--- config.mk ---
export PLATFORM = sky130hd
export DESIGN_NAME = flash_sector_writeback_cache_flat
export DESIGN_NICKNAME = d
export VERILOG_FILES = /design/src/rtl/fswc_pkg.sv /design/src/rtl/fswc_if.sv /design/src/rtl/fswc_ctrl.sv /design/src/rtl/fswc_dp.sv /design/src/rtl/flash_sector_writeback_cache.sv /design/src/flat_wrapper.sv
export VERILOG_INCLUDE_DIRS = /design/src /design/src/rtl
export SDC_FILE = /design/constraint.sdc
export NUM_CORES = 1
export LEC_CHECK = 0
export ABC_AREA = 1
export ABC_CLOCK_PERIOD_IN_PS = 8290
export BUFFER_PORTS_ARGS = -buffer_cell sky130_fd_sc_hd__buf_2
export CORE_MARGIN = 2
export CORE_UTILIZATION = 30
export CTS_CLUSTER_DIAMETER = 30
export CTS_CLUSTER_SIZE = 24
export DETAILED_ROUTE_END_ITERATION = 7
export PLACE_DENSITY = 0.55
export RECOVER_POWER = 25
export SYNTH_ARGS = -nofsm -noshare
export SYNTH_HDL_FRONTEND = slang
export SYNTH_SLANG_ARGS = --single-unit
--- constraint.sdc ---
create_clock -name clk -period 8.29 [get_ports clk]
set_input_delay 0.4145 -clock clk [delete_from_list [all_inputs] [get_ports clk]]
set_output_delay 0.4145 -clock clk [all_outputs]
set_load 0.02 [all_outputs]
--- src/rtl/flash_sector_writeback_cache_assert.svh ---
// Assertion macros used by the flash sector cache datapath (fswc_dp).
// Each macro expects clk and rst to be visible where it is used.
`ifndef FLASH_SECTOR_WRITEBACK_CACHE_ASSERT_SVH
`define FLASH_SECTOR_WRITEBACK_CACHE_ASSERT_SVH

// Same-cycle implication.
`define FSWC_ASSERT_IMP(lbl, ante, cons, msg) \
  lbl: assert property (@(posedge clk) disable iff (rst) (ante) |-> (cons)) \
    else $error(msg);

// Next-cycle implication.
`define FSWC_ASSERT_NXT(lbl, ante, cons, msg) \
  lbl: assert property (@(posedge clk) disable iff (rst) (ante) |=> (cons)) \
    else $error(msg);

`endif

--- src/rtl/fswc_pkg.sv ---
`timescale 1ns / 1ps
// ----------------------------------------------------------------------------
// fswc_pkg
// Types, codes and constants of the flash sector write-back cache.
// ----------------------------------------------------------------------------
package fswc_pkg;

  localparam int SMALL_SECTOR_BYTES  = 8192;
  localparam int LARGE_SECTOR_BYTES  = 65536;
  localparam int MAX_REQUEST_SECTORS = 128;
  localparam int BLOCK_BYTES         = 512;
  localparam int NUM_PARTS           = 10;
  localparam int MAX_RESULTS         = 8;

  localparam int OFF_W   = 20;
  localparam int BYTES_W = 17;
  localparam int IDX_W   = 16;
  localparam int CNT_W   = $clog2(MAX_RESULTS + 1);

  localparam logic [BYTES_W-1:0] SMALL_SIZE    = BYTES_W'(SMALL_SECTOR_BYTES);
  localparam logic [BYTES_W-1:0] LARGE_SIZE    = BYTES_W'(LARGE_SECTOR_BYTES);
  localparam logic [BYTES_W-1:0] MAX_REQ_BYTES =
    BYTES_W'(MAX_REQUEST_SECTORS * BLOCK_BYTES);
  localparam logic [3:0]         PART_LIMIT    = 4'(NUM_PARTS);
  localparam logic [CNT_W-1:0]   RES_LIMIT     = CNT_W'(MAX_RESULTS);
  localparam logic [CNT_W-1:0]   RES_LAST      = CNT_W'(MAX_RESULTS - 1);

  // Operation codes.
  localparam logic [1:0] OP_READ  = 2'd0;
  localparam logic [1:0] OP_WRITE = 2'd1;
  localparam logic [1:0] OP_FLUSH = 2'd2;
  localparam logic [1:0] OP_BAD   = 2'd3;

  // Action codes.
  localparam logic [2:0] ACT_REJECT    = 3'd0;
  localparam logic [2:0] ACT_NOTHING   = 3'd1;
  localparam logic [2:0] ACT_RD_CACHE  = 3'd2;
  localparam logic [2:0] ACT_RD_FLASH  = 3'd3;
  localparam logic [2:0] ACT_WRITEBACK = 3'd4;
  localparam logic [2:0] ACT_LOAD      = 3'd5;
  localparam logic [2:0] ACT_WR_CACHE  = 3'd6;

  // Partition lengths in bytes; partitions are laid out back to back.
  function automatic logic [OFF_W-1:0] part_len(input logic [3:0] p);
    logic [OFF_W-1:0] r;
    case (p)
      4'd0, 4'd1, 4'd2, 4'd3, 4'd4, 4'd5, 4'd6, 4'd7: r = 20'h02000;
      4'd8:    r = 20'ha0000;
      4'd9:    r = 20'h50000;
      default: r = '0;
    endcase
    return r;
  endfunction

  // Partitions 8 and 9 begin at or above byte 0x10000 and use large sectors.
  function automatic logic part_is_large(input logic [3:0] p);
    logic r;
    case (p)
      4'd8, 4'd9: r = 1'b1;
      default:    r = 1'b0;
    endcase
    return r;
  endfunction

  typedef struct packed {
    logic       take;
    logic       chunk;
    logic       emit;
    logic [2:0] act;
    logic       final_res;
    logic       advance;
    logic       load;
    logic       mark_dirty;
    logic       mark_clean;
  } fswc_cmd_t;

  typedef struct packed {
    logic       accept;
    logic [1:0] op;
    logic       reject;
    logic       empty;
    logic       dirty_loaded;
    logic       held;
    logic       last_chunk;
    logic       emit_ok;
  } fswc_sts_t;

endpackage

--- src/rtl/fswc_if.sv ---
`timescale 1ns / 1ps
// ----------------------------------------------------------------------------
// fswc_req_if / fswc_rsp_if
// Valid/ready channels for block requests and cache action results.
// ----------------------------------------------------------------------------
interface fswc_req_if;
  import fswc_pkg::*;
  logic        valid;
  logic        ready;
  logic [1:0]  operation;
  logic [3:0]  partition;
  logic [10:0] start_sector;
  logic [7:0]  sector_count;

  modport source (output valid, operation, partition, start_sector, sector_count,
                  input ready);
  modport sink (input valid, operation, partition, start_sector, sector_count,
                output ready);
endinterface

interface fswc_rsp_if;
  import fswc_pkg::*;
  logic               valid;
  logic               ready;
  logic [2:0]         action;
  logic [3:0]         target_partition;
  logic [OFF_W-1:0]   byte_offset;
  logic [BYTES_W-1:0] chunk_bytes;
  logic [IDX_W-1:0]   cache_index;
  logic               last;

  modport source (output valid, action, target_partition, byte_offset, chunk_bytes,
                  cache_index, last, input ready);
  modport sink (input valid, action, target_partition, byte_offset, chunk_bytes,
                cache_index, last, output ready);
endinterface

--- src/rtl/fswc_ctrl.sv ---
`timescale 1ns / 1ps
// ----------------------------------------------------------------------------
// fswc_ctrl
// Sequencer that walks each request through its checks and chunk actions.
// ----------------------------------------------------------------------------
module fswc_ctrl (
  input  logic                clk,
  input  logic                rst,
  input  fswc_pkg::fswc_sts_t sts,
  output fswc_pkg::fswc_cmd_t cmd
);
  import fswc_pkg::*;

  localparam logic [2:0] S_IDLE  = 3'd0;
  localparam logic [2:0] S_CHECK = 3'd1;
  localparam logic [2:0] S_CHUNK = 3'd2;
  localparam logic [2:0] S_ACT   = 3'd3;
  localparam logic [2:0] S_WB    = 3'd4;
  localparam logic [2:0] S_LOAD  = 3'd5;
  localparam logic [2:0] S_WRC   = 3'd6;

  logic [2:0] state;
  logic [2:0] state_next;

  always_ff @(posedge clk) begin
    if (rst) begin
      state <= S_IDLE;
    end else begin
      state <= state_next;
    end
  end

  always_comb begin
    cmd        = '0;
    cmd.act    = ACT_NOTHING;
    state_next = state;
    case (state)
      S_IDLE: begin
        cmd.take = 1'b1;
        if (sts.accept) begin
          state_next = S_CHECK;
        end
      end
      S_CHECK: begin
        cmd.final_res = 1'b1;
        cmd.emit      = sts.emit_ok;
        if (sts.op == OP_FLUSH) begin
          if (sts.dirty_loaded) begin
            cmd.act        = ACT_WRITEBACK;
            cmd.mark_clean = sts.emit_ok;
          end else begin
            cmd.act = ACT_NOTHING;
          end
          if (sts.emit_ok) begin
            state_next = S_IDLE;
          end
        end else if (sts.reject) begin
          cmd.act = ACT_REJECT;
          if (sts.emit_ok) begin
            state_next = S_IDLE;
          end
        end else if (sts.empty) begin
          cmd.act = ACT_NOTHING;
          if (sts.emit_ok) begin
            state_next = S_IDLE;
          end
        end else begin
          cmd.emit      = 1'b0;
          cmd.final_res = 1'b0;
          state_next    = S_CHUNK;
        end
      end
      S_CHUNK: begin
        cmd.chunk  = 1'b1;
        state_next = S_ACT;
      end
      S_ACT: begin
        if (sts.op == OP_READ) begin
          cmd.act       = sts.held && sts.dirty_loaded ? ACT_RD_CACHE : ACT_RD_FLASH;
          cmd.final_res = sts.last_chunk;
          cmd.emit      = sts.emit_ok;
          cmd.advance   = sts.emit_ok;
          if (sts.emit_ok) begin
            state_next = sts.last_chunk ? S_IDLE : S_CHUNK;
          end
        end else begin
          state_next = sts.held ? S_WRC : S_WB;
        end
      end
      S_WB: begin
        if (sts.dirty_loaded) begin
          cmd.act        = ACT_WRITEBACK;
          cmd.emit       = sts.emit_ok;
          cmd.mark_clean = sts.emit_ok;
          if (sts.emit_ok) begin
            state_next = S_LOAD;
          end
        end else begin
          state_next = S_LOAD;
        end
      end
      S_LOAD: begin
        cmd.act  = ACT_LOAD;
        cmd.emit = sts.emit_ok;
        cmd.load = sts.emit_ok;
        if (sts.emit_ok) begin
          state_next = S_WRC;
        end
      end
      S_WRC: begin
        cmd.act        = ACT_WR_CACHE;
        cmd.final_res  = sts.last_chunk;
        cmd.emit       = sts.emit_ok;
        cmd.advance    = sts.emit_ok;
        cmd.mark_dirty = sts.emit_ok;
        if (sts.emit_ok) begin
          state_next = sts.last_chunk ? S_IDLE : S_CHUNK;
        end
      end
      default: begin
        state_next = S_IDLE;
      end
    endcase
  end

endmodule

--- src/rtl/fswc_dp.sv ---
`timescale 1ns / 1ps
// ----------------------------------------------------------------------------
// fswc_dp
// Request registers, cache entry tags, chunk arithmetic and result register.
// ----------------------------------------------------------------------------
`include "flash_sector_writeback_cache_assert.svh"

module fswc_dp (
  input  logic                clk,
  input  logic                rst,
  fswc_req_if.sink            req,
  fswc_rsp_if.source          rsp,
  input  fswc_pkg::fswc_cmd_t cmd,
  output fswc_pkg::fswc_sts_t sts
);
  import fswc_pkg::*;

  // Request being worked on.
  logic [1:0]         op;
  logic [3:0]         part;
  logic [OFF_W-1:0]   off;
  logic [BYTES_W-1:0] len;
  logic               big_sec;

  // Cache entry.
  logic               loaded;
  logic               dirty;
  logic [3:0]         cpart;
  logic [OFF_W-1:0]   cstart;
  logic               clarge;

  // Current chunk.
  logic [BYTES_W-1:0] size;
  logic               held;
  logic [CNT_W-1:0]   cnt;

  logic               o_valid;
  logic [2:0]         o_action;
  logic [3:0]         o_part;
  logic [OFF_W-1:0]   o_off;
  logic [BYTES_W-1:0] o_bytes;
  logic [IDX_W-1:0]   o_idx;
  logic               o_last;

  logic [BYTES_W-1:0] ssize;
  logic [BYTES_W-1:0] smask;
  logic [BYTES_W-1:0] room;
  logic [BYTES_W-1:0] size_c;
  logic [BYTES_W-1:0] cbytes;
  logic [OFF_W:0]     chunk_end;
  logic [OFF_W:0]     cache_end;
  logic [OFF_W:0]     req_end;
  logic               held_c;
  logic               reject_c;
  logic [OFF_W-1:0]   aligned;
  logic [OFF_W-1:0]   rel;
  logic               accept;
  logic               do_out;

  logic [2:0]         f_action;
  logic [3:0]         f_part;
  logic [OFF_W-1:0]   f_off;
  logic [BYTES_W-1:0] f_bytes;
  logic [IDX_W-1:0]   f_idx;

  assign accept = req.valid && req.ready;
  assign do_out = cmd.emit && (cnt < RES_LIMIT);

  always_comb begin
    ssize     = big_sec ? LARGE_SIZE : SMALL_SIZE;
    smask     = ssize - BYTES_W'(1);
    room      = ssize - (off[BYTES_W-1:0] & smask);
    size_c    = (room > len) ? len : room;
    cbytes    = clarge ? LARGE_SIZE : SMALL_SIZE;
    chunk_end = {1'b0, off} + (OFF_W + 1)'(size_c);
    cache_end = {1'b0, cstart} + (OFF_W + 1)'(cbytes);
    held_c    = loaded && (cpart == part) && (off >= cstart) && (chunk_end <= cache_end);
    req_end   = {1'b0, off} + (OFF_W + 1)'(len);
    reject_c  = (op == OP_BAD) || (part >= PART_LIMIT) || (len > MAX_REQ_BYTES) ||
                (req_end > {1'b0, part_len(part)});
    aligned   = off & ~(OFF_W'(smask));
    rel       = off - cstart;
  end

  always_comb begin
    f_action = cmd.act;
    f_part   = '0;
    f_off    = '0;
    f_bytes  = '0;
    f_idx    = '0;
    case (cmd.act)
      ACT_RD_CACHE, ACT_WR_CACHE: begin
        f_part  = part;
        f_off   = off;
        f_bytes = size;
        f_idx   = rel[IDX_W-1:0];
      end
      ACT_RD_FLASH: begin
        f_part  = part;
        f_off   = off;
        f_bytes = size;
      end
      ACT_WRITEBACK: begin
        f_part  = cpart;
        f_off   = cstart;
        f_bytes = cbytes;
      end
      ACT_LOAD: begin
        f_part  = part;
        f_off   = aligned;
        f_bytes = ssize;
      end
      default: begin
        f_action = cmd.act;
      end
    endcase
  end

  always_ff @(posedge clk) begin
    if (accept) begin
      op      <= req.operation;
      part    <= req.partition;
      off     <= {req.start_sector, 9'b0};
      len     <= {req.sector_count, 9'b0};
      big_sec <= part_is_large(req.partition);
    end else if (cmd.advance) begin
      off <= off + OFF_W'(size);
      len <= len - size;
    end
    if (cmd.chunk) begin
      size <= size_c;
      held <= held_c;
    end
    if (do_out) begin
      o_action <= f_action;
      o_part   <= f_part;
      o_off    <= f_off;
      o_bytes  <= f_bytes;
      o_idx    <= f_idx;
      o_last   <= cmd.final_res || (cnt == RES_LAST);
    end
  end

  always_ff @(posedge clk) begin
    if (rst) begin
      loaded  <= 1'b0;
      dirty   <= 1'b0;
      cpart   <= '0;
      cstart  <= '0;
      clarge  <= 1'b0;
      cnt     <= '0;
      o_valid <= 1'b0;
    end else begin
      if (cmd.load) begin
        loaded <= 1'b1;
        cpart  <= part;
        cstart <= aligned;
        clarge <= big_sec;
      end
      if (cmd.mark_dirty) begin
        dirty <= 1'b1;
      end else if (cmd.mark_clean) begin
        dirty <= 1'b0;
      end
      if (accept) begin
        cnt <= '0;
      end else if (do_out) begin
        cnt <= cnt + CNT_W'(1);
      end
      if (do_out) begin
        o_valid <= 1'b1;
      end else if (rsp.ready) begin
        o_valid <= 1'b0;
      end
    end
  end

  assign req.ready            = cmd.take;
  assign rsp.valid            = o_valid;
  assign rsp.action           = o_action;
  assign rsp.target_partition = o_part;
  assign rsp.byte_offset      = o_off;
  assign rsp.chunk_bytes      = o_bytes;
  assign rsp.cache_index      = o_idx;
  assign rsp.last             = o_last;

  always_comb begin
    sts.accept       = accept;
    sts.op           = op;
    sts.reject       = reject_c;
    sts.empty        = (len == '0);
    sts.dirty_loaded = loaded && dirty;
    sts.held         = held;
    sts.last_chunk   = (len == size);
    sts.emit_ok      = (cnt >= RES_LIMIT) || !o_valid || rsp.ready;
  end

  // A result is only written when the output register is free or draining.
  `FSWC_ASSERT_IMP(a_emit_room, do_out, !o_valid || rsp.ready, "result overwritten")
  // A freshly loaded sector is present and clean.
  `FSWC_ASSERT_NXT(a_load_clean, cmd.load, loaded && !dirty, "load left entry dirty")
  // A cache write always lands inside the cached sector.
  `FSWC_ASSERT_IMP(a_wrc_held, cmd.emit && (cmd.act == ACT_WR_CACHE), held_c,
                   "cache write outside entry")
  // The result count never runs past its cap.
  `FSWC_ASSERT_IMP(a_cnt_cap, 1'b1, cnt <= RES_LIMIT, "result count overflow")

endmodule

--- src/rtl/flash_sector_writeback_cache.sv ---
`timescale 1ns / 1ps
// Order: after acceptance the sequencer moves to its check state, where a reject, an
// empty request or a flush registers its single result; a read registers its first
// result from the action state after the chunk state, and a write from the cache-write
// state on a hit, the write-back state on a dirty miss or the load state on a clean miss.
// The sequencer steps one action per cycle into a single output register while the
// output is not stalled. Reset empties the entry and result.
// ----------------------------------------------------------------------------
// flash_sector_writeback_cache
// Single-entry write-back sector cache: splits block requests into actions.
// ----------------------------------------------------------------------------
module flash_sector_writeback_cache (
  input logic        clk,
  input logic        rst,
  fswc_req_if.sink   req,
  fswc_rsp_if.source rsp
);
  import fswc_pkg::*;

  fswc_cmd_t cmd;
  fswc_sts_t sts;

  fswc_ctrl u_ctrl (
    .clk (clk),
    .rst (rst),
    .sts (sts),
    .cmd (cmd)
  );

  fswc_dp u_dp (
    .clk (clk),
    .rst (rst),
    .req (req),
    .rsp (rsp),
    .cmd (cmd),
    .sts (sts)
  );

endmodule
--- src/flat_wrapper.sv ---
// flat-port wrapper written by rule: the top's interface ports become plain ports
module flash_sector_writeback_cache_flat import fswc_pkg::*;
  (clk, rst, req_valid, req_operation, req_partition, req_start_sector, req_sector_count, req_ready, rsp_valid, rsp_action, rsp_target_partition, rsp_byte_offset, rsp_chunk_bytes, rsp_cache_index, rsp_last, rsp_ready);
  fswc_req_if req_i ();
  fswc_rsp_if rsp_i ();
  input logic clk;
  input logic rst;
  input wire logic [$bits(req_i.valid)-1:0] req_valid;
  input wire logic [$bits(req_i.operation)-1:0] req_operation;
  input wire logic [$bits(req_i.partition)-1:0] req_partition;
  input wire logic [$bits(req_i.start_sector)-1:0] req_start_sector;
  input wire logic [$bits(req_i.sector_count)-1:0] req_sector_count;
  output wire logic [$bits(req_i.ready)-1:0] req_ready;
  output wire logic [$bits(rsp_i.valid)-1:0] rsp_valid;
  output wire logic [$bits(rsp_i.action)-1:0] rsp_action;
  output wire logic [$bits(rsp_i.target_partition)-1:0] rsp_target_partition;
  output wire logic [$bits(rsp_i.byte_offset)-1:0] rsp_byte_offset;
  output wire logic [$bits(rsp_i.chunk_bytes)-1:0] rsp_chunk_bytes;
  output wire logic [$bits(rsp_i.cache_index)-1:0] rsp_cache_index;
  output wire logic [$bits(rsp_i.last)-1:0] rsp_last;
  input wire logic [$bits(rsp_i.ready)-1:0] rsp_ready;
  assign req_i.valid = req_valid;
  assign req_i.operation = req_operation;
  assign req_i.partition = req_partition;
  assign req_i.start_sector = req_start_sector;
  assign req_i.sector_count = req_sector_count;
  assign req_ready = req_i.ready;
  assign rsp_valid = rsp_i.valid;
  assign rsp_action = rsp_i.action;
  assign rsp_target_partition = rsp_i.target_partition;
  assign rsp_byte_offset = rsp_i.byte_offset;
  assign rsp_chunk_bytes = rsp_i.chunk_bytes;
  assign rsp_cache_index = rsp_i.cache_index;
  assign rsp_last = rsp_i.last;
  assign rsp_i.ready = rsp_ready;
  flash_sector_writeback_cache u_core (.clk(clk), .rst(rst), .req(req_i), .rsp(rsp_i));
endmodule
==> reports/results.ini, run 1 <==
[min_path]
holdPathStages=1
hold_class=in2reg
hold_path_end=u_core.u_dp.op[0]
min_from=req_operation[0]

[global_routing]
overflow=0
grt_pass1_wl_um=47820
antenna_found_initial=0
grt_start_max_net_pins=45
grt_use_total_pct=17.13
grt_util_met1_pct=23.63
grt_pass1_vias=8874
met2_usage_pct=27.02
busiest_layer=met2
gr-usage-met3_pct=2.960

[worst_setup_path]
crit_slowest_cell=dfxtp_1
worst-path-buf-inv=6
reg2reg_depth=42
worstPathRequired_ns=8.58
r2r_start=u_core.u_dp.off[1]
crit_type=reg2reg
cp_slowest_stage_delay_ns=0.39
regToRegSetupSlack_ns=0.89
path_common_cell=nor2_1
arrival_ns=7.70
critPathLaunchType=flip-flop
cp_max_fo=26
cp-end-kind=flip-flop
cp_top_family=compound AO/OA/AOI/OAI gates
r2r_end=u_core.u_dp.held

[clock_tree]
ctsHtreeMaxLevel=4
cts_resized=0
cts_hold_buf=0
cts.clk_slew.worst_paths_ns=0.07
cts_tree=done
cts_buffers=17
cts_root_buf=clkbuf_16
clock_sinks=148
insertion_delay_ns=0.44
cts_setup_buffers=0
clock_path_buffers=2

[timing]
rsz0062_at_grt=no
setup_viol=0
period_needed_ns=7.403
fin_ws_ns=0.8870
hold_violations=0
slew_violations=0
period_share_pct=89.30
finClkSkew_ns=0.01392
tns_ns=0
hold_ws_ns=0.1551
slew_headroom_pct=9.200
worstMarginPinSlew_ns=1.362
max_freq_ghz=0.1351

[layout]
nets=1565
n_antenna_cell=0
fillers=3683
final_common_cell=nand2_1
drive_gt1_share_pct=7.735
mostFrequentLayoutCells=nand2_1, inv_1, nor2_1
final_area_um2=12090
syn_to_final_growth_pct=14.48

[floorplanning]
fp.coreArea_um2=34630
start_util_pct=30.49
die_x_um=191.6
rows=68
die_area_um2=36710
fp.dieH_um=191.6
ios=92

[logic_synthesis]
synth-edff-count=105
synth-seq-cells=148
yosysWarnings=0
seq_area_frac_synth_pct=38.01
synth_top_area_cell=edfxtp_1
syn_nets=1468
synth_top_area_share_pct=29.86
netlist_area_um2=10560
ys.flop_type=edfxtp_1
synth_area_leaders=edfxtp_1, ha_1, nand2_1
synthArstFlopShare_pct=0
syn_area_per_cell_um2=7.969
synth_cells=1325
yosysUniqueCellTypes=51

[detailed_routing]
routed-via-count=9235
detail-route-antenna-nets=0
totalWireLength_um=30990
drt_first_pass_iters=5
wl_per_cell_um=16.40
via_per_inst=4.886
drtIter0Drc=668
drcViolationCount=0

[place]
port_buffers=91
dp_hpwl_um=24610
post-place-ws_ns=0.9704
gp_congestion=0.9406
dpl_cell_area_um2=11540

[power]
power_frac_clock_pct=40.0
p_sw_uw=616.7
ir_worst_vdd_v=0.0001272
power_report.internal_total_uw=1480
switching_share_pct=29.41
p_comb_share_pct=19.6
pwr-share-seq_pct=40.4
leakage_uw=0.005352
p_per_area_nw_per_um2=173.5

[job]
maxCapViolations=0

[run_status]
status=complete, no violations

-- cells in the mapped netlist, types with 2 or more instances --
library cell	instances
a31oi_1	4
a211oi_1	4
nor2_1	140
inv_1	188
a21oi_1	105
buf_2	5
nor3_1	14
or2_2	3
nand2_2	9
nor4_1	8
nor4b_1	2
inv_2	3
nand4_1	13
fa_1	4
ha_1	110
nor3_2	3
o21a_1	4
nand3_1	54
o22ai_1	18
a21oi_2	2
o21bai_1	5
nand3_2	2
o2111ai_1	3
a221oi_1	3
a21o_1	4
a21boi_1	3
xor2_1	44
o211ai_1	2
o21ai_0	84
nand3b_1	3
edfxtp_1	105
nand2_4	2
nor2_2	13
nand2_1	265
dfxtp_1	43
o221ai_1	5
xnor2_1	16
o21ai_1	6
clkbuf_1	11
nand3b_2	2
-- worst reg2reg max path, delay by kind of cell, from the launching register on --
kind                       cells  cell delay [ns]
and+or+nand+nor               17             2.19
AOI/OAI and AO/OA             13             2.31
xor gates and xnor gates       2             0.31
DFF                            1             0.39
buffers and inverters          6             0.83
adders and majority gates      4             1.22
-- how the worst max path moves through the flow --
stage	startpoint	end	slack (ns)	depth (start not counted)
6_report	u_core.u_dp.off[1]	u_core.u_dp.held	0.89	42
2_1_floorplan	u_core.u_dp.off[1]	u_core.u_dp.held	1.96	47
3_5_place_dp	u_core.u_dp.off[1]	u_core.u_dp.held	0.97	42
3_3_place_gp	u_core.u_dp.off[1]	u_core.u_dp.held	1.27	46
4_1_cts	u_core.u_dp.off[1]	u_core.u_dp.held	0.93	42
5_1_grt	u_core.u_dp.off[1]	u_core.u_dp.held	0.009	42
-- through the flow --
step                      std cells  total power [uW]  util [%]
after detailed placement       1858              1271     33.32
after CTS                      1890              2113     35.12
after global routing           1890              2200     34.91
final                          1890              2097     34.91
after floorplan                1325              1158         -
after global placement         1858              1266     33.32
-- final cells by class --
cell class	count	area (um^2)	share of cell area (%)
Clock buffer	20	446.7	3.695
Clock inverter	12	178.9	1.480
Inverter	192	720.7	5.962
Multi-Input combinational cell	967	5741	47.49
Sequential cell	148	4014	33.21
Tap cell	455	569.3	4.710
Timing Repair Buffer	96	417.9	3.457
-- power by group through the flow --
stage | registers (uW) | logic, uW | clock network, uW
2_1_floorplan | 860 | 297 | 0
3_3_place_gp | 862 | 405 | 0
3_5_place_dp | 862 | 409 | 0
4_1_cts | 846 | 412 | 855
5_1_grt | 849 | 467 | 883
6_report | 847 | 411 | 839
-- flip-flops by register name, summed over array words and instances (netlist names), 2 cells and up, named ones only --
name / flops
u_core.u_dp.rsp.chunk_bytes: 17
u_core.u_dp.size: 17
u_core.u_dp.rsp.target_partition: 4
u_core.u_dp.cnt: 4
u_core.u_dp.rsp.cache_index: 16
u_core.u_dp.cpart: 4
u_core.u_dp.cstart: 7
u_core.u_dp.len: 17
u_core.u_dp.part: 4
u_core.u_dp.off: 20
u_core.u_dp.rsp.action: 3
u_core.u_ctrl.state: 3
u_core.u_dp.op: 2
u_core.u_dp.rsp.byte_offset: 20
-- routing by layer --
layer / share of wire [%] / vias to the layer above
met5: 0 / -
met2: 44 / 259
met4: 2.2 / 0
li1: - / 4666
met1: 49 / 4277
met3: 4.9 / 33
-- cell families (layout without fill, tap and decap cells) --
logic type	Yosys count	in the layout	synth area share (%)
flops	148	148	38.01
buf+inv	210	320	7.690
xor+xnor	60	60	4.977
simple gates	537	537	22.03
fa+ha+maj	114	114	13.79
compound gates	256	256	13.50
Power figures use the tool's default switching activity.
==> run 2: changes to the inputs <==
--- a/config.mk
+++ b/config.mk
@@ -10,11 +10,11 @@
 export ABC_CLOCK_PERIOD_IN_PS = 8290
 export BUFFER_PORTS_ARGS = -buffer_cell sky130_fd_sc_hd__buf_2
 export CORE_MARGIN = 2
-export CORE_UTILIZATION = 30
+export CORE_UTILIZATION = 61
 export CTS_CLUSTER_DIAMETER = 30
 export CTS_CLUSTER_SIZE = 24
 export DETAILED_ROUTE_END_ITERATION = 7
-export PLACE_DENSITY = 0.55
+export PLACE_DENSITY = 0.81
 export RECOVER_POWER = 25
 export SYNTH_ARGS = -nofsm -noshare
 export SYNTH_HDL_FRONTEND = slang
==> run 2 against run 1 <==
  * Maximum frequency rose by 0.53%
  * Register-to-register slack improved by 0.04 ns
  * First-iteration DRC count rose by 29%
  * Worst setup slack improved by 0.039 ns
  * Via count rose by 3.6%
  * Wire length fell by 8.6%
  * Clock-buffer cell count rose by 2
  * Die area fell by 50%
  * Final area fell by 2.7%
  * Clock skew fell by 0.0012 ns
  * Sequential share of layout area rose by 0.92 points
  * Non-clock buffer count did not move
  * Largest cell class unchanged
==> reports/results.ini, run 2 (same netlist as run 1, synthesis figures left out) <==
[detailed_routing]
via_per_inst=5.764
highest_layer=met4
wl_met2_um=12430
drtIter0Drc=865
drt_first_pass_iters=5
drt-met1-wl_um=12200
routed-via-count=9569
detail-route-antenna-nets=0
met3WireLength_um=2833
drcViolationCount=0
wl_per_cell_um=17.06
totalWireLength_um=28330

[floorplanning]
rows=48
start_util_pct=61.69
ios=92
fp.dieH_um=135.6
fp.coreArea_um2=17120
die_x_um=135.6
die_area_um2=18380

[layout]
nets=1565
fillers=1452
seq_area_um2=4014
n_antenna_cell=0
syn_to_final_growth_pct=11.40
final_common_cell=nand2_1
drive_gt1_share_pct=7.735
mostFrequentLayoutCells=nand2_1, inv_1, nor2_1
multi_input_area_um2=5741
instances_no_fill=1660
final_area_um2=11760

[clock_tree]
cts_tree=done
ctsHtreeMaxLevel=4
cts_buffers=17
cts.clk_slew.worst_paths_ns=0.07
cts_hold_buf=0
clock_sinks=148
cts_setup_buffers=0
cts_root_buf=clkbuf_16
clock_path_buffers=2
insertion_delay_ns=0.44

[timing]
setup_viol=0
period_needed_ns=7.364
tns_ns=0
slew_violations=0
period_share_pct=88.83
fin_ws_ns=0.9262
finClkSkew_ns=0.01271
rsz0062_at_grt=no
hold_ws_ns=0.1444
hold_violations=0
max_freq_ghz=0.1358
worstMarginPinSlew_ns=1.397
slew_headroom_pct=6.882

[place]
gp_congestion=1.046
dp_hpwl_um=21780
dpl_cell_area_um2=11240
port_buffers=91
post-place-ws_ns=0.6890
placed_cells=1628

[run_status]
status=complete, no violations

[worst_setup_path]
crit_slowest_cell=dfxtp_1
cp-end-kind=flip-flop
crit_type=reg2reg
worstPathRequired_ns=8.59
arrival_ns=7.66
cp_max_fo=32
critPathLaunchType=flip-flop
cp_slowest_stage_delay_ns=0.41

[global_routing]
grt_pass1_wl_um=44470
overflow=0
grt_start_max_net_pins=44
antenna_found_initial=0
grt_use_total_pct=31.77
grt_pass1_vias=8960

[job]
maxCapViolations=0

[power]
ir_worst_vdd_v=0.0001631
p_per_area_nw_per_um2=173.2
leakage_uw=0.005336

[min_path]
hold_class=in2reg

[run 2: cell types whose count changed in the layout (fill, tap and decap cells not counted), sizes merged]
cell | before | now
bufinv | 4 | 2
clkinvlp | 3 | 2
inv | 192 | 193
clkbuf | 78 | 80
[run 2: metal layers]
metal,GRT usage (%),vias to the layer above
met3,6.659,75
met4,11.81,0
li1,-,4662
met2,49.38,445
met1,43.84,4387
met5,0,-
[run 2: path summary, 6_finish.rpt]
path,start,endpoint,slack [ns],cells past startpoint
min reg2reg,u_core.u_dp.cnt[0],u_core.u_dp.cnt[0],0.51,2
max reg2reg,u_core.u_dp.off[1],u_core.u_dp.held,0.93,46
min,req_operation[0],u_core.u_dp.op[0],0.14,1
max,u_core.u_dp.off[1],u_core.u_dp.held,0.93,46
[run 2: area by class of cell]
cell class / count / area share [%]
flip-flops and latches: 148 / 34.12
multi-input cells: 967 / 48.80
inverters: 192 / 6.127
clock buffers: 22 / 3.946
well taps: 225 / 2.393
clock inverters: 10 / 1.053
repair buffers: 96 / 3.553
[run 2: repair_timing]
action                                  4_1_cts  5_1_grt
endpoints found under the setup margin        0        1
resized for setup                             0        3
hold endpoints to repair                      0        0
[run 2: worst max-delay path, delay by kind of cell, from the launching register on]
family | cells | cell delay (ns)
xor+xnor | 2 | 0.31
flops | 1 | 0.41
simple gates | 23 | 2.74
compound gates | 11 | 1.79
fa+ha+maj | 5 | 1.48
buf+inv | 5 | 0.46
[run 2: stage by stage]
| stage | power, uW | utilization (%) |
|---|---|---|
| after floorplan | 1158 | - |
| after global placement | 1249 | 65.68 |
| after detailed placement | 1262 | 65.68 |
| after CTS | 2030 | 69.12 |
| after global routing | 2125 | 68.72 |
| final | 2037 | 68.72 |
[run 2: power by group]
group	switching (uW)	leakage, uW	internal (uW)
Clock	319	0.000281	461
Combinational	263	0.00371	148
Sequential	26.5	0.00134	819
Total	609	0.00534	1430
